**src/drap_pkg.sv**
```systemverilog
`default_nettype none

package drap_pkg;

    typedef enum logic [3:0] {
        PH_HDR    = 4'd0,
        PH_QNAME  = 4'd1,
        PH_QTC    = 4'd2,
        PH_ASTART = 4'd3,
        PH_APTR   = 4'd4,
        PH_ANAME  = 4'd5,
        PH_ATC    = 4'd6,
        PH_TTL    = 4'd7,
        PH_RDLEN  = 4'd8,
        PH_SKIP   = 4'd9,
        PH_ADDR   = 4'd10,
        PH_ERR    = 4'd11
    } t_phase;

    localparam logic [2:0] ST_OK        = 3'd0;
    localparam logic [2:0] ST_SHORT     = 3'd1;
    localparam logic [2:0] ST_ID        = 3'd2;
    localparam logic [2:0] ST_NOTRESP   = 3'd3;
    localparam logic [2:0] ST_TRUNC     = 3'd4;
    localparam logic [2:0] ST_TYPECLASS = 3'd5;

    localparam logic KIND_ADDR   = 1'b0;
    localparam logic KIND_STATUS = 1'b1;

    localparam logic [7:0]  PTR_BYTE  = 8'hC0;
    localparam logic [15:0] ADDR_LEN  = 16'h0004;
    localparam logic [15:0] TYPE_A    = 16'h0001;
    localparam logic [15:0] CLASS_IN  = 16'h0001;
    localparam logic [15:0] TTL_BYTES = 16'd4;

    localparam int EVQ_DEPTH = 4;
    localparam int EVQ_PTR_W = 2;
    localparam int EVQ_CNT_W = 3;

    typedef struct packed {
        logic [7:0] data_byte;
        logic       last;
    } t_in_item;

    typedef struct packed {
        logic        kind;
        logic [31:0] address;
        logic [2:0]  status;
        logic        end_of_run;
    } t_out_item;

    typedef struct packed {
        logic        has_addr;
        logic [31:0] address;
        logic        has_status;
        logic [2:0]  status;
    } t_event;

endpackage

`default_nettype wire

```
**src/drap_parser.sv**
```systemverilog
`default_nettype none

module drap_parser #(
    parameter int MAX_PACKET_BYTES = 512
) (
    input  wire                  i_clk,
    input  wire                  i_rst_n,
    input  wire                  i_cfg_wen,
    input  wire [15:0]           i_cfg_wdata,
    input  wire                  i_take,
    input  drap_pkg::t_in_item   i_item,
    output logic                 o_ev_valid,
    output drap_pkg::t_event     o_ev
);

    localparam int CNT_W = $clog2(MAX_PACKET_BYTES + 1);

    logic [15:0]         r_expected_id;
    drap_pkg::t_phase    r_phase, n_phase, tk_phase;
    logic [CNT_W-1:0]    r_count, n_count, tk_count;
    logic [15:0]         r_skip, n_skip, tk_skip;
    logic [15:0]         r_qtype, n_qtype, tk_qtype;
    logic [15:0]         r_qclass, n_qclass, tk_qclass;
    logic [15:0]         r_atype, n_atype, tk_atype;
    logic [15:0]         r_aclass, n_aclass, tk_aclass;
    logic [31:0]         r_gather, n_gather, tk_gather;
    logic [2:0]          r_err, n_err, tk_err;
    logic                kept;
    logic [7:0]          b;
    logic [15:0]         len;

    assign b    = i_item.data_byte;
    assign kept = r_count < CNT_W'(MAX_PACKET_BYTES);

    always_comb begin
        tk_phase  = r_phase;
        tk_count  = r_count;
        tk_skip   = r_skip;
        tk_qtype  = r_qtype;
        tk_qclass = r_qclass;
        tk_atype  = r_atype;
        tk_aclass = r_aclass;
        tk_gather = r_gather;
        tk_err    = r_err;
        len       = '0;
        if (kept) begin
            tk_count = r_count + CNT_W'(1);
            unique case (r_phase)
                drap_pkg::PH_HDR: begin
                    if (r_count == CNT_W'(0) && b != r_expected_id[15:8]) begin
                        tk_err   = drap_pkg::ST_ID;
                        tk_phase = drap_pkg::PH_ERR;
                    end else if (r_count == CNT_W'(1) && b != r_expected_id[7:0]) begin
                        tk_err   = drap_pkg::ST_ID;
                        tk_phase = drap_pkg::PH_ERR;
                    end else if (r_count == CNT_W'(2) && !b[7]) begin
                        tk_err   = drap_pkg::ST_NOTRESP;
                        tk_phase = drap_pkg::PH_ERR;
                    end else if (r_count >= CNT_W'(11)) begin
                        tk_phase = drap_pkg::PH_QNAME;
                    end
                end
                drap_pkg::PH_QNAME: begin
                    if (b == 8'd0) begin
                        tk_phase = drap_pkg::PH_QTC;
                        tk_skip  = '0;
                    end
                end
                drap_pkg::PH_QTC: begin
                    if (r_skip < 16'd2) begin
                        tk_qtype = {r_qtype[7:0], b};
                    end else begin
                        tk_qclass = {r_qclass[7:0], b};
                    end
                    tk_skip = r_skip + 16'd1;
                    if (tk_skip >= 16'd4) begin
                        tk_phase = drap_pkg::PH_ASTART;
                        tk_skip  = '0;
                    end
                end
                drap_pkg::PH_ASTART: begin
                    if (b == drap_pkg::PTR_BYTE) begin
                        tk_phase = drap_pkg::PH_APTR;
                    end else if (b == 8'd0) begin
                        tk_phase = drap_pkg::PH_ATC;
                        tk_skip  = '0;
                    end else begin
                        tk_phase = drap_pkg::PH_ANAME;
                    end
                end
                drap_pkg::PH_APTR: begin
                    tk_phase = drap_pkg::PH_ATC;
                    tk_skip  = '0;
                end
                drap_pkg::PH_ANAME: begin
                    if (b == 8'd0) begin
                        tk_phase = drap_pkg::PH_ATC;
                        tk_skip  = '0;
                    end
                end
                drap_pkg::PH_ATC: begin
                    if (r_skip < 16'd2) begin
                        tk_atype = {r_atype[7:0], b};
                    end else begin
                        tk_aclass = {r_aclass[7:0], b};
                    end
                    tk_skip = r_skip + 16'd1;
                    if (tk_skip >= 16'd4) begin
                        if (tk_atype != r_qtype || tk_aclass != r_qclass) begin
                            tk_err   = drap_pkg::ST_TYPECLASS;
                            tk_phase = drap_pkg::PH_ERR;
                        end else begin
                            tk_phase = drap_pkg::PH_TTL;
                            tk_skip  = drap_pkg::TTL_BYTES;
                        end
                    end
                end
                drap_pkg::PH_TTL: begin
                    if (r_skip != 16'd0) begin
                        tk_skip = r_skip - 16'd1;
                    end
                    if (tk_skip == 16'd0) begin
                        tk_phase  = drap_pkg::PH_RDLEN;
                        tk_gather = '0;
                    end
                end
                drap_pkg::PH_RDLEN: begin
                    tk_gather = {r_gather[23:0], b};
                    tk_skip   = r_skip + 16'd1;
                    if (tk_skip >= 16'd2) begin
                        len       = tk_gather[15:0];
                        tk_gather = '0;
                        if (len == drap_pkg::ADDR_LEN) begin
                            tk_phase = drap_pkg::PH_ADDR;
                            tk_skip  = '0;
                        end else if (len == 16'd0) begin
                            tk_phase = drap_pkg::PH_ASTART;
                            tk_skip  = '0;
                        end else begin
                            tk_phase = drap_pkg::PH_SKIP;
                            tk_skip  = len;
                        end
                    end
                end
                drap_pkg::PH_SKIP: begin
                    if (r_skip != 16'd0) begin
                        tk_skip = r_skip - 16'd1;
                    end
                    if (tk_skip == 16'd0) begin
                        tk_phase = drap_pkg::PH_ASTART;
                    end
                end
                drap_pkg::PH_ADDR: begin
                    tk_gather = {r_gather[23:0], b};
                    tk_skip   = r_skip + 16'd1;
                    if (tk_skip >= 16'd4) begin
                        tk_phase = drap_pkg::PH_ASTART;
                        tk_skip  = '0;
                    end
                end
                default: begin
                end
            endcase
        end
    end

    always_comb begin
        n_phase  = r_phase;
        n_count  = r_count;
        n_skip   = r_skip;
        n_qtype  = r_qtype;
        n_qclass = r_qclass;
        n_atype  = r_atype;
        n_aclass = r_aclass;
        n_gather = r_gather;
        n_err    = r_err;
        if (i_take) begin
            if (i_item.last) begin
                n_phase  = drap_pkg::PH_HDR;
                n_count  = '0;
                n_skip   = '0;
                n_qtype  = '0;
                n_qclass = '0;
                n_atype  = '0;
                n_aclass = '0;
                n_gather = '0;
                n_err    = drap_pkg::ST_OK;
            end else begin
                n_phase  = tk_phase;
                n_count  = tk_count;
                n_skip   = tk_skip;
                n_qtype  = tk_qtype;
                n_qclass = tk_qclass;
                n_atype  = tk_atype;
                n_aclass = tk_aclass;
                n_gather = tk_gather;
                n_err    = tk_err;
            end
        end
    end

    always_comb begin
        o_ev.has_addr   = kept && r_phase == drap_pkg::PH_ADDR
                          && tk_phase == drap_pkg::PH_ASTART
                          && r_atype == drap_pkg::TYPE_A && r_aclass == drap_pkg::CLASS_IN;
        o_ev.address    = tk_gather;
        o_ev.has_status = i_item.last;
        if (tk_count <= CNT_W'(12)) begin
            o_ev.status = drap_pkg::ST_SHORT;
        end else if (tk_err != drap_pkg::ST_OK) begin
            o_ev.status = tk_err;
        end else if (tk_phase == drap_pkg::PH_ASTART) begin
            o_ev.status = drap_pkg::ST_OK;
        end else begin
            o_ev.status = drap_pkg::ST_TRUNC;
        end
        o_ev_valid = i_take && (o_ev.has_addr || o_ev.has_status);
    end

    always_ff @(posedge i_clk) begin
        if (!i_rst_n) begin
            r_expected_id <= '0;
            r_phase       <= drap_pkg::PH_HDR;
            r_count       <= '0;
            r_skip        <= '0;
            r_qtype       <= '0;
            r_qclass      <= '0;
            r_atype       <= '0;
            r_aclass      <= '0;
            r_gather      <= '0;
            r_err         <= drap_pkg::ST_OK;
        end else begin
            if (i_cfg_wen) begin
                r_expected_id <= i_cfg_wdata;
            end
            r_phase  <= n_phase;
            r_count  <= n_count;
            r_skip   <= n_skip;
            r_qtype  <= n_qtype;
            r_qclass <= n_qclass;
            r_atype  <= n_atype;
            r_aclass <= n_aclass;
            r_gather <= n_gather;
            r_err    <= n_err;
        end
    end

    a_last_clears: assert property (@(posedge i_clk) disable iff (!i_rst_n)
        i_take && i_item.last |=> r_phase == drap_pkg::PH_HDR && r_count == '0)
        else $error("packet state not cleared after last item");

    a_count_bound: assert property (@(posedge i_clk) disable iff (!i_rst_n)
        r_count <= CNT_W'(MAX_PACKET_BYTES))
        else $error("byte count beyond maximum packet size");

endmodule

`default_nettype wire

```
**src/drap_evq.sv**
```systemverilog
`default_nettype none

module drap_evq (
    input  wire                 i_clk,
    input  wire                 i_rst_n,
    input  wire                 i_wr_en,
    input  drap_pkg::t_event    i_wr_data,
    output logic                o_full,
    input  wire                 i_rd_en,
    output drap_pkg::t_event    o_rd_data,
    output logic                o_empty
);

    drap_pkg::t_event                 r_mem [drap_pkg::EVQ_DEPTH];
    logic [drap_pkg::EVQ_PTR_W-1:0]   r_wptr, r_rptr;
    logic [drap_pkg::EVQ_CNT_W-1:0]   r_count;
    logic                             do_wr, do_rd;

    assign o_full    = r_count == drap_pkg::EVQ_CNT_W'(drap_pkg::EVQ_DEPTH);
    assign o_empty   = r_count == '0;
    assign do_wr     = i_wr_en && !o_full;
    assign do_rd     = i_rd_en && !o_empty;
    assign o_rd_data = r_mem[r_rptr];

    always_ff @(posedge i_clk) begin
        if (do_wr) begin
            r_mem[r_wptr] <= i_wr_data;
        end
    end

    always_ff @(posedge i_clk) begin
        if (!i_rst_n) begin
            r_wptr  <= '0;
            r_rptr  <= '0;
            r_count <= '0;
        end else begin
            if (do_wr) begin
                r_wptr <= r_wptr + drap_pkg::EVQ_PTR_W'(1);
            end
            if (do_rd) begin
                r_rptr <= r_rptr + drap_pkg::EVQ_PTR_W'(1);
            end
            if (do_wr && !do_rd) begin
                r_count <= r_count + drap_pkg::EVQ_CNT_W'(1);
            end else if (do_rd && !do_wr) begin
                r_count <= r_count - drap_pkg::EVQ_CNT_W'(1);
            end
        end
    end

    a_no_overflow: assert property (@(posedge i_clk) disable iff (!i_rst_n)
        i_wr_en |-> !o_full)
        else $error("event written into a full queue");

    a_count_range: assert property (@(posedge i_clk) disable iff (!i_rst_n)
        r_count <= drap_pkg::EVQ_CNT_W'(drap_pkg::EVQ_DEPTH))
        else $error("event queue count out of range");

endmodule

`default_nettype wire

```
**src/drap_emit.sv**
```systemverilog
`default_nettype none

module drap_emit (
    input  wire                  i_clk,
    input  wire                  i_rst_n,
    input  drap_pkg::t_event     i_head,
    input  wire                  i_head_empty,
    output logic                 o_head_pop,
    output logic                 o_empty,
    input  wire                  i_pop,
    output drap_pkg::t_out_item  o_item
);

    logic r_second, n_second;
    logic show_addr;
    logic taken;

    assign o_empty   = i_head_empty;
    assign show_addr = i_head.has_addr && !r_second;
    assign taken     = i_pop && !i_head_empty;

    always_comb begin
        o_item.kind       = show_addr ? drap_pkg::KIND_ADDR : drap_pkg::KIND_STATUS;
        o_item.address    = show_addr ? i_head.address : 32'd0;
        o_item.status     = show_addr ? drap_pkg::ST_OK : i_head.status;
        o_item.end_of_run = !show_addr;
    end

    always_comb begin
        n_second   = r_second;
        o_head_pop = 1'b0;
        if (taken) begin
            if (show_addr && i_head.has_status) begin
                n_second = 1'b1;
            end else begin
                n_second   = 1'b0;
                o_head_pop = 1'b1;
            end
        end
    end

    always_ff @(posedge i_clk) begin
        if (!i_rst_n) begin
            r_second <= 1'b0;
        end else begin
            r_second <= n_second;
        end
    end

    a_second_half: assert property (@(posedge i_clk) disable iff (!i_rst_n)
        r_second |-> !i_head_empty && i_head.has_addr && i_head.has_status)
        else $error("status half pending without a two-result event");

endmodule

`default_nettype wire

```
**src/dns_response_address_parser_core.sv**
```systemverilog
`default_nettype none

// Accepts one packet byte per cycle while full is low; a byte never waits on the result side
// until the four-entry event queue fills.
// A result is registered in the event queue as its byte is accepted, behind any older events.
// A byte may cause an address item and a status item; they leave one per pop, in that order.
// Synchronous active-low reset clears the parse state, the queue and the expected ID to zero.
module dns_response_address_parser_core #(
    parameter int MAX_PACKET_BYTES = 512
) (
    input  wire                  i_clk,
    input  wire                  i_rst_n,
    input  wire                  i_cfg_wen,
    input  wire [15:0]           i_cfg_wdata,
    input  wire                  push,
    input  drap_pkg::t_in_item   i_item,
    output logic                 full,
    output logic                 empty,
    input  wire                  pop,
    output drap_pkg::t_out_item  o_item
);

    logic             take;
    logic             ev_valid;
    drap_pkg::t_event ev;
    drap_pkg::t_event head;
    logic             head_empty;
    logic             head_pop;

    assign take = push && !full;

    drap_parser #(
        .MAX_PACKET_BYTES(MAX_PACKET_BYTES)
    ) u_parser (
        .i_clk      (i_clk),
        .i_rst_n    (i_rst_n),
        .i_cfg_wen  (i_cfg_wen),
        .i_cfg_wdata(i_cfg_wdata),
        .i_take     (take),
        .i_item     (i_item),
        .o_ev_valid (ev_valid),
        .o_ev       (ev)
    );

    drap_evq u_evq (
        .i_clk    (i_clk),
        .i_rst_n  (i_rst_n),
        .i_wr_en  (ev_valid),
        .i_wr_data(ev),
        .o_full   (full),
        .i_rd_en  (head_pop),
        .o_rd_data(head),
        .o_empty  (head_empty)
    );

    drap_emit u_emit (
        .i_clk       (i_clk),
        .i_rst_n     (i_rst_n),
        .i_head      (head),
        .i_head_empty(head_empty),
        .o_head_pop  (head_pop),
        .o_empty     (empty),
        .i_pop       (pop),
        .o_item      (o_item)
    );

endmodule

`default_nettype wire
```
**config.mk**
```make
export PLATFORM = sky130hd
export DESIGN_NAME = dns_response_address_parser_core
export DESIGN_NICKNAME = d
export VERILOG_FILES = /design/src/drap_pkg.sv /design/src/drap_parser.sv /design/src/drap_evq.sv /design/src/drap_emit.sv /design/src/dns_response_address_parser_core.sv
export SDC_FILE = /design/constraint.sdc
export NUM_CORES = 1
export LEC_CHECK = 0
export ABC_AREA = 1
export BUFFER_PORTS_ARGS = -buffer_cell sky130_fd_sc_hd__buf_2
export CORE_ASPECT_RATIO = 0.75
export CORE_UTILIZATION = 56
export CTS_CLUSTER_DIAMETER = 100
export DETAILED_ROUTE_END_ITERATION = 6
export GPL_TIMING_DRIVEN = 1
export PLACE_DENSITY = 0.74
export SYNTH_ARGS = -nofsm -noshare
export SYNTH_HDL_FRONTEND = slang
export SYNTH_SLANG_ARGS = --single-unit
export TNS_END_PERCENT = 1
```
**constraint.sdc**
```tcl
create_clock -name i_clk -period 6.6 [get_ports i_clk]
set_input_delay 1.32 -clock i_clk [delete_from_list [all_inputs] [get_ports i_clk]]
set_output_delay 1.32 -clock i_clk [all_outputs]
set_load 0.005 [all_outputs]
```
After elaboration in Yosys (flattened, before gate mapping)
Memory sizes are Yosys's and may differ from the RTL's. A register that Yosys moved wholly into a read port is not among the register bits.
Index checks and enable logic that the tools add are counted.
{"block": "totals", "wordCells": 183, "n_memories": 1, "reg_bits": 153, "output_inout_bits": 39, "ramBits": 148, "input_bits": 30}
{"block": "classes", "mux": 85, "eq_ne": 24, "magnitude_cmp": 6, "reduce_logical": 46, "n_addsub": 7}
{"name": "u_evq.r_mem", "depth": 4, "word_bits": 37, "rd": 1, "rd_ports_with_merged_regs": 1, "wr": 1, "line": "drap_evq.sv:14", "text": "drap_pkg::t_event r_mem [drap_pkg::EVQ_DEPTH];"}
{"op": "$mux W16", "n": 35}
{"op": "$mux W32", "n": 5}
{"op": "$pmux W16 S8", "n": 1}
{"op": "$pmux W32 S3", "n": 1}
{"op": "$mux W4", "n": 17}
{"op": "$logic_not A16 Y1", "n": 3}
{"op": "$pmux W4 S10", "n": 1}
{"op": "$mux W3", "n": 13}
{"op": "$eq A16 B1 Y1 const B", "n": 2}
{"op": "$ne A16 B16 Y1", "n": 2}
{"op": "$mux W10", "n": 2}
{"op": "$add A16 B1 Y16 const B", "n": 1}
{"op": "$eq A16 B3 Y1 const B", "n": 1}
{"op": "$eq A4 B3 Y1 const B", "n": 4}
{"op": "$ge A16 B2 Y1 const B", "n": 1}
{"op": "$ge A16 B3 Y1 const B", "n": 1}
{"op": "$logic_and A1 B1 Y1", "n": 16}
{"op": "$lt A16 B2 Y1 const B", "n": 1}
{"op": "$ne A8 B8 Y1", "n": 2}
{"op": "$reduce_bool A16 Y1", "n": 1}
{"op": "$sub A16 B1 Y16 const B", "n": 1}
{"op": "$eq A4 B2 Y1 const B", "n": 3}
{"op": "$eq A4 B4 Y1 const B", "n": 3}
{"op": "$reduce_and A4 Y1", "n": 3}
{"op": "other kinds (28)", "n": 48}

Depth between registers and ports, before layout
{"block": "depth", "depth_word": 21, "ltp_mapped": 31, "ltp_nobuf": 29}

Hierarchy
From an unflattened synthesis, not the netlist that was laid out.
{"block": "unflattened", "cells_unflattened": 2080, "area_unflattened_um2": 15950.3}
{"mod": "drap_parser", "instances": 1, "cells_each": 1561, "seq_area_each_um2": 2902.8, "area_per_inst_um2": 9570.4}
{"mod": "drap_evq", "instances": 1, "cells_each": 428, "seq_area_each_um2": 4624.4, "area_per_inst_um2": 5975.7}
{"mod": "drap_emit", "instances": 1, "cells_each": 89, "seq_area_each_um2": 20.0, "area_per_inst_um2": 394.1}
{"mod": "dns_response_address_parser_core", "instances": 1, "cells_each": 2, "seq_area_each_um2": 0.0, "area_per_inst_um2": 10.0}

Worst setup path before layout
No wires, ideal clock.
{"block": "synth_timing", "kind": "input to register", "startpoint": "in i_item[4] (netlist name)", "endpoint": "mem u_evq.r_mem[0][0] (netlist name) (enable)", "slack_ns": 1.656, "arrival_time_ns": 4.512, "t_required_ns": 6.169, "cell_stages": 21, "cell_sequence": "clkbuf_1 -> inv_1 -> nand2_1 -> nand4_1 -> nor2_1 -> nand2_1 -> a21oi_1 -> nand2_1 -> nand2_1 -> inv_1 -> nor2_1 -> nand2_1 -> inv_1 -> nand2_1 -> nor2_1 -> nand2_1 -> nand2_1 -> nand4_1 -> nand2_2 -> nand2_2 -> nor2_1"}
{"block": "synth_via", "elab_chain_len": 18, "word_cells_on_any_way": 39, "classes_between": "eq/ne (7); mux (21); reduce/logical (11)"}
{"element": "from (decl)", "line": "dns_response_address_parser_core.sv:16", "text": "input drap_pkg::t_in_item i_item,"}
{"element": "$mux W16", "line": "drap_parser.sv:102", "text": "if (r_skip < 16'd2) begin"}
{"element": "$mux W16", "line": "drap_parser.sv:48", "text": "unique case (r_phase)"}
{"element": "$mux W16", "line": "drap_parser.sv:46", "text": "if (kept) begin"}
{"element": "$ne A16 B16 Y1", "line": "drap_parser.sv:109", "text": "if (tk_atype != r_qtype || tk_aclass != r_qclass) begin"}
{"element": "$logic_or A1 B1 Y1", "line": "drap_parser.sv:109"}
{"element": "$mux W4", "line": "drap_parser.sv:109"}
{"element": "$mux W4", "line": "drap_parser.sv:108", "text": "if (tk_skip >= 16'd4) begin"}
{"element": "$pmux W4 S10 (*)", "line": "drap_parser.sv:48"}
{"element": "$mux W4 (*)", "line": "drap_parser.sv:46"}
{"element": "$eq A4 B2 Y1 (*)", "line": "drap_parser.sv:204", "text": "&& tk_phase == drap_pkg::PH_ASTART"}
{"element": "$logic_and A1 B1 Y1 (*)", "line": "drap_parser.sv:204"}
{"element": "$logic_and A1 B1 Y1 (*) (2 in a row)", "line": "drap_parser.sv:205", "text": "&& r_atype == drap_pkg::TYPE_A && r_aclass == drap_pkg::CLASS_IN;"}
{"element": "$logic_or A1 B1 Y1 (*)", "line": "drap_parser.sv:217", "text": "o_ev_valid = i_take && (o_ev.has_addr || o_ev.has_status);"}
{"element": "$logic_and A1 B1 Y1 (*)", "line": "drap_parser.sv:217"}
{"element": "$logic_and A1 B1 Y1 (*)", "line": "drap_evq.sv:21", "text": "assign do_wr = i_wr_en && !o_full;"}
{"element": "$mux W1 (*)", "line": "drap_evq.sv:26", "text": "if (do_wr) begin"}
{"element": "$mux W1 (implied by the code) (*)", "line": "drap_evq.sv:27", "text": "r_mem[r_wptr] <= i_wr_data;"}
{"element": "to (decl)", "line": "drap_evq.sv:14"}
Every way passes the cells marked *; elsewhere a longest branch is shown, timed or not. The select of a mux whose other input is x is not followed.

Final worst setup path
{"block": "layout_timing", "startpoint": "reg u_parser.r_skip[0]", "endpoint": "mem u_evq.r_mem[3][4] (netlist name) (enable)"}
{"block": "layout_via", "elab_chain_len": 19, "word_cells_on_any_way": 39, "classes_between": "add/sub (2); order compare (3); eq/ne (3); mux (21); reduce/logical (10)"}
{"element": "from (decl)", "line": "drap_parser.sv:21", "text": "logic [15:0] r_skip, n_skip, tk_skip;"}
{"element": "from (signal assigned)", "line": "drap_parser.sv:238", "text": "r_skip <= n_skip;"}
{"element": "$lt A16 B2 Y1", "line": "drap_parser.sv:102"}
{"element": "$mux W16", "line": "drap_parser.sv:102"}
{"element": "$mux W16", "line": "drap_parser.sv:48"}
{"element": "$mux W16", "line": "drap_parser.sv:46"}
{"element": "$ne A16 B16 Y1", "line": "drap_parser.sv:109"}
{"element": "$logic_or A1 B1 Y1", "line": "drap_parser.sv:109"}
{"element": "$mux W4", "line": "drap_parser.sv:109"}
{"element": "$mux W4", "line": "drap_parser.sv:108"}
{"element": "(+2 left out)"}
{"element": "$eq A4 B2 Y1 (*)", "line": "drap_parser.sv:204"}
{"element": "$logic_and A1 B1 Y1 (*)", "line": "drap_parser.sv:204"}
{"element": "$logic_and A1 B1 Y1 (*) (2 in a row)", "line": "drap_parser.sv:205"}
{"element": "$logic_or A1 B1 Y1 (*)", "line": "drap_parser.sv:217"}
{"element": "$logic_and A1 B1 Y1 (*)", "line": "drap_parser.sv:217"}
{"element": "$logic_and A1 B1 Y1 (*)", "line": "drap_evq.sv:21"}
{"element": "$mux W1 (*)", "line": "drap_evq.sv:26"}
{"element": "$mux W1 (implied by the code) (*)", "line": "drap_evq.sv:27"}
Marked as above.

==> results.ini <==
[outcome]
status = finished, final reports clean

[synthesis]
synth_warnings = 0
synth_top_area_cell = edfxtp_1
synth-seq-cells = 303
synth_cells = 2098
synth_area_leaders = edfxtp_1 (28%), dfxtp_1 (20%), nand2_1 (13%)
synth_fp_nets = 2140
synth_top_area_share = 0.2819
avgSynthCellArea_um2 = 7.513
ys_types = 47
yosysSeqAreaShare = 0.4788
netlist_area_um2 = 15760

[timing]
maxSlewHeadroom = 0.1820
fin_tns_setup_ns = 0
clock_skew_ns = 0.02973
slew_violations = 0
fin_crit_sh = 0.7347
fin_crit_ns = 4.849
tightestPinTransition_ns = 1.224
rsz0062_at_grt = no
final-setup-viol-count = 0
fmax_mhz = 206.2
report.final.hold_viol_count = 0

[placed_design]
dp_hpwl_um = 28930
gp_congestion = 0.9704
port_buffers = 68
place_area_um2 = 16220
place_inst = 2427

[pwr]
vdd_ir_drop_max_uv = 252.2
power.leakage_nw = 6.850
switching_share = 0.3110
p_seq_frac = 0.432
powerDensity_nw_per_um2 = 287.3
power_mw = 4.959
combPwrFrac = 0.208
intPower_mw = 3.417
p_sw_mw = 1.542
clkPwrFrac = 0.360

[layout]
multiInputGateArea_um2 = 7002
area.sequential_um2 = 7548
final_util = 0.6317
fin_area_um2 = 17260
nNetsFinal = 2150
area_delta_synth_final_pct = 9.510
drive_above_1_share = 0.1009
insertedDiodeCount = 0
fillers = 2403
fin_cells = 2482

[clock_tree]
cts_tree = done
cts_setup_buffers = 0
holdBufCountCts = 0
htreeDepth = 1
cts_made_buffers = 30
clk_latency_ns = 0.57
clock-root-buffer = clkbuf_16
cts_resized = 0
path_clk_slew_ns = 0.06
cts.sinks = 303
clk_path_buf_depth = 3

[setup_path]
cp_max_fo = 20
cpMostUsedCell = nand2_1
arrival_ns = 5.07
required_ns = 6.82
crit_type = reg -> reg
slowest_delay_ns = 0.59
path_cells = inv_1, ha_1, nand2_1, nor2_2, nand2_2, nand2_1, nand2_1, a21oi_1, nand4_1, nand2_1, nand2_1, nor2_1, nand2_1, nand2_1, nand4_1, nand2_2, nand2_2, nor2_4, buf_4
cp-end-kind = flop
slowest_stage = nor2_4
critPathLaunchType = flop

[routing]
drc = 0
post_drt_wl_per_cell_um = 17.20
postRouteAntennaNets = 0
initialDrtViolationCount = 1538
wl_um = 42690
viasPerCell = 5.687
num_vias = 14110
dr.pass1.iters = 5

[grt]
antenna_found_initial = 0
grt_usage = 0.2956
grt_max_degree = 73
grt_pass1_wl_um = 68370
grt_pass1_vias = 12920
overflow = 0

[run]
drv_cap = 0

[die]
io_pins = 69
dieArea_um2 = 28830
die_w_um = 195.7
core-area_um2 = 27330
die_h_um = 147.3
rows = 52
initial_core_util = 0.5768

[min_path]
hold_path.class = reg -> reg

state kept, by name (all words and copies together), names as in the netlist, 3 cells and up, named ones only:
signal / count
u_parser.r_count: 10
u_evq.r_count: 3
u_evq.r_mem: 148
u_parser.r_qtype: 16
u_parser.r_skip: 16
u_parser.r_atype: 16
u_parser.r_aclass: 16
u_parser.r_phase: 4
u_parser.r_err: 3
u_parser.r_gather: 32
u_parser.r_qclass: 16
u_parser.r_expected_id: 16
power by group through the flow:
stage               combinational (mW)  clock [mW]  sequential (mW)
CTS                               1.03        1.80             2.14
detailed placement                1.02           0             2.18
floorplan                        0.705           0             2.13
global placement                  1.00           0             2.18
global route                      1.16        1.87             2.15
finish                            1.03        1.79             2.14
logic make-up (layout without fill, tap and decap cells):
group                    Yosys count  count (layout)  synth area share
AND/OR/NAND/NOR                 1062            1062            0.2827
AO/OA/AOI/OAI                    384             384            0.1341
buffers and inverters            312             345           0.08049
flip-flops                       303             303            0.4788
XOR/XNOR                          25              25           0.01389
adder cells (fa/ha/maj)           12              12           0.01000
stage by stage:
step | setup WS, ns | hold WS (ns)
final | 1.751 | 0.4641
after global routing | 1.261 | 0.4844
after CTS | 1.834 | 0.4656
after detailed placement | 1.804 | 0.4555
after floorplan | 1.656 | 0.4362
after global placement | 1.838 | 0.4518
cell usage in the layout (no fill, tap or decap), drive strengths merged, types with 22 or more instances in the layout:
cell	Yosys	final
nand4	22	22
o21ai	171	171
a21oi	180	180
nand3	168	168
dfxtp	155	155
clkbuf	69	38
inv	204	204
buf	37	84
nor2	298	298
edfxtp	148	148
nand2	544	544
cell usage after synthesis (all sizes together):
cell type,instances
buf,37
xnor2,16
nor2,298
a22oi,2
nand2,544
or2,6
nor4,9
o221ai,3
nor3,10
a2111o,1
nand3b,3
o22ai,16
ha,11
a31oi,2
clkbuf,69
a21boi,1
nand4,22
dfxtp,155
o2111ai,1
a221o,1
o21ai,171
and2,1
nand3,168
xor2,9
inv,204
a211oi,4
nor3b,1
edfxtp,148
o211ai,1
fa,1
clkinv,2
o21bai,1
a21oi,180
layout make-up:
type / count / share of cell area
flip-flops and latches: 303 / 0.4373
multi-input cells: 1483 / 0.4056
clock buffers: 38 / 0.04936
inverters: 206 / 0.04487
repair buffers: 84 / 0.02667
well taps: 351 / 0.02544
clock inverters: 17 / 0.01073
worst paths after layout:
path	start	endpoint	slack (ns)	cells after the start
min	u_parser.r_atype[10]	u_parser.r_atype[10]	0.46	2
min reg2reg	u_parser.r_atype[10]	u_parser.r_atype[10]	0.46	2
max	u_parser.r_skip[0]	u_evq.r_mem[3][4]	1.75	19
max reg2reg	u_parser.r_skip[0]	u_evq.r_mem[3][4]	1.75	19
worst max-delay path, delay by kind of cell, from the launching register on:
kind                     cells  cell delay (ns)
adder cells (fa/ha/maj)      1             0.30
AO/OA/AOI/OAI                1             0.36
buffers and inverters        2             0.61
AND/OR/NAND/NOR             15             2.82
flip-flops                   1             0.38
routing by layer:
layer  vias to the layer above  track usage  wire (um)
met2                       555       0.4352      18060
met5                         -            0          0
met1                      6633       0.4559      20540
met3                        36      0.05647       3713
met4                         0      0.04922        364
li1                       6890            -          -
Note: power is estimated with default switching activity, not from simulation.
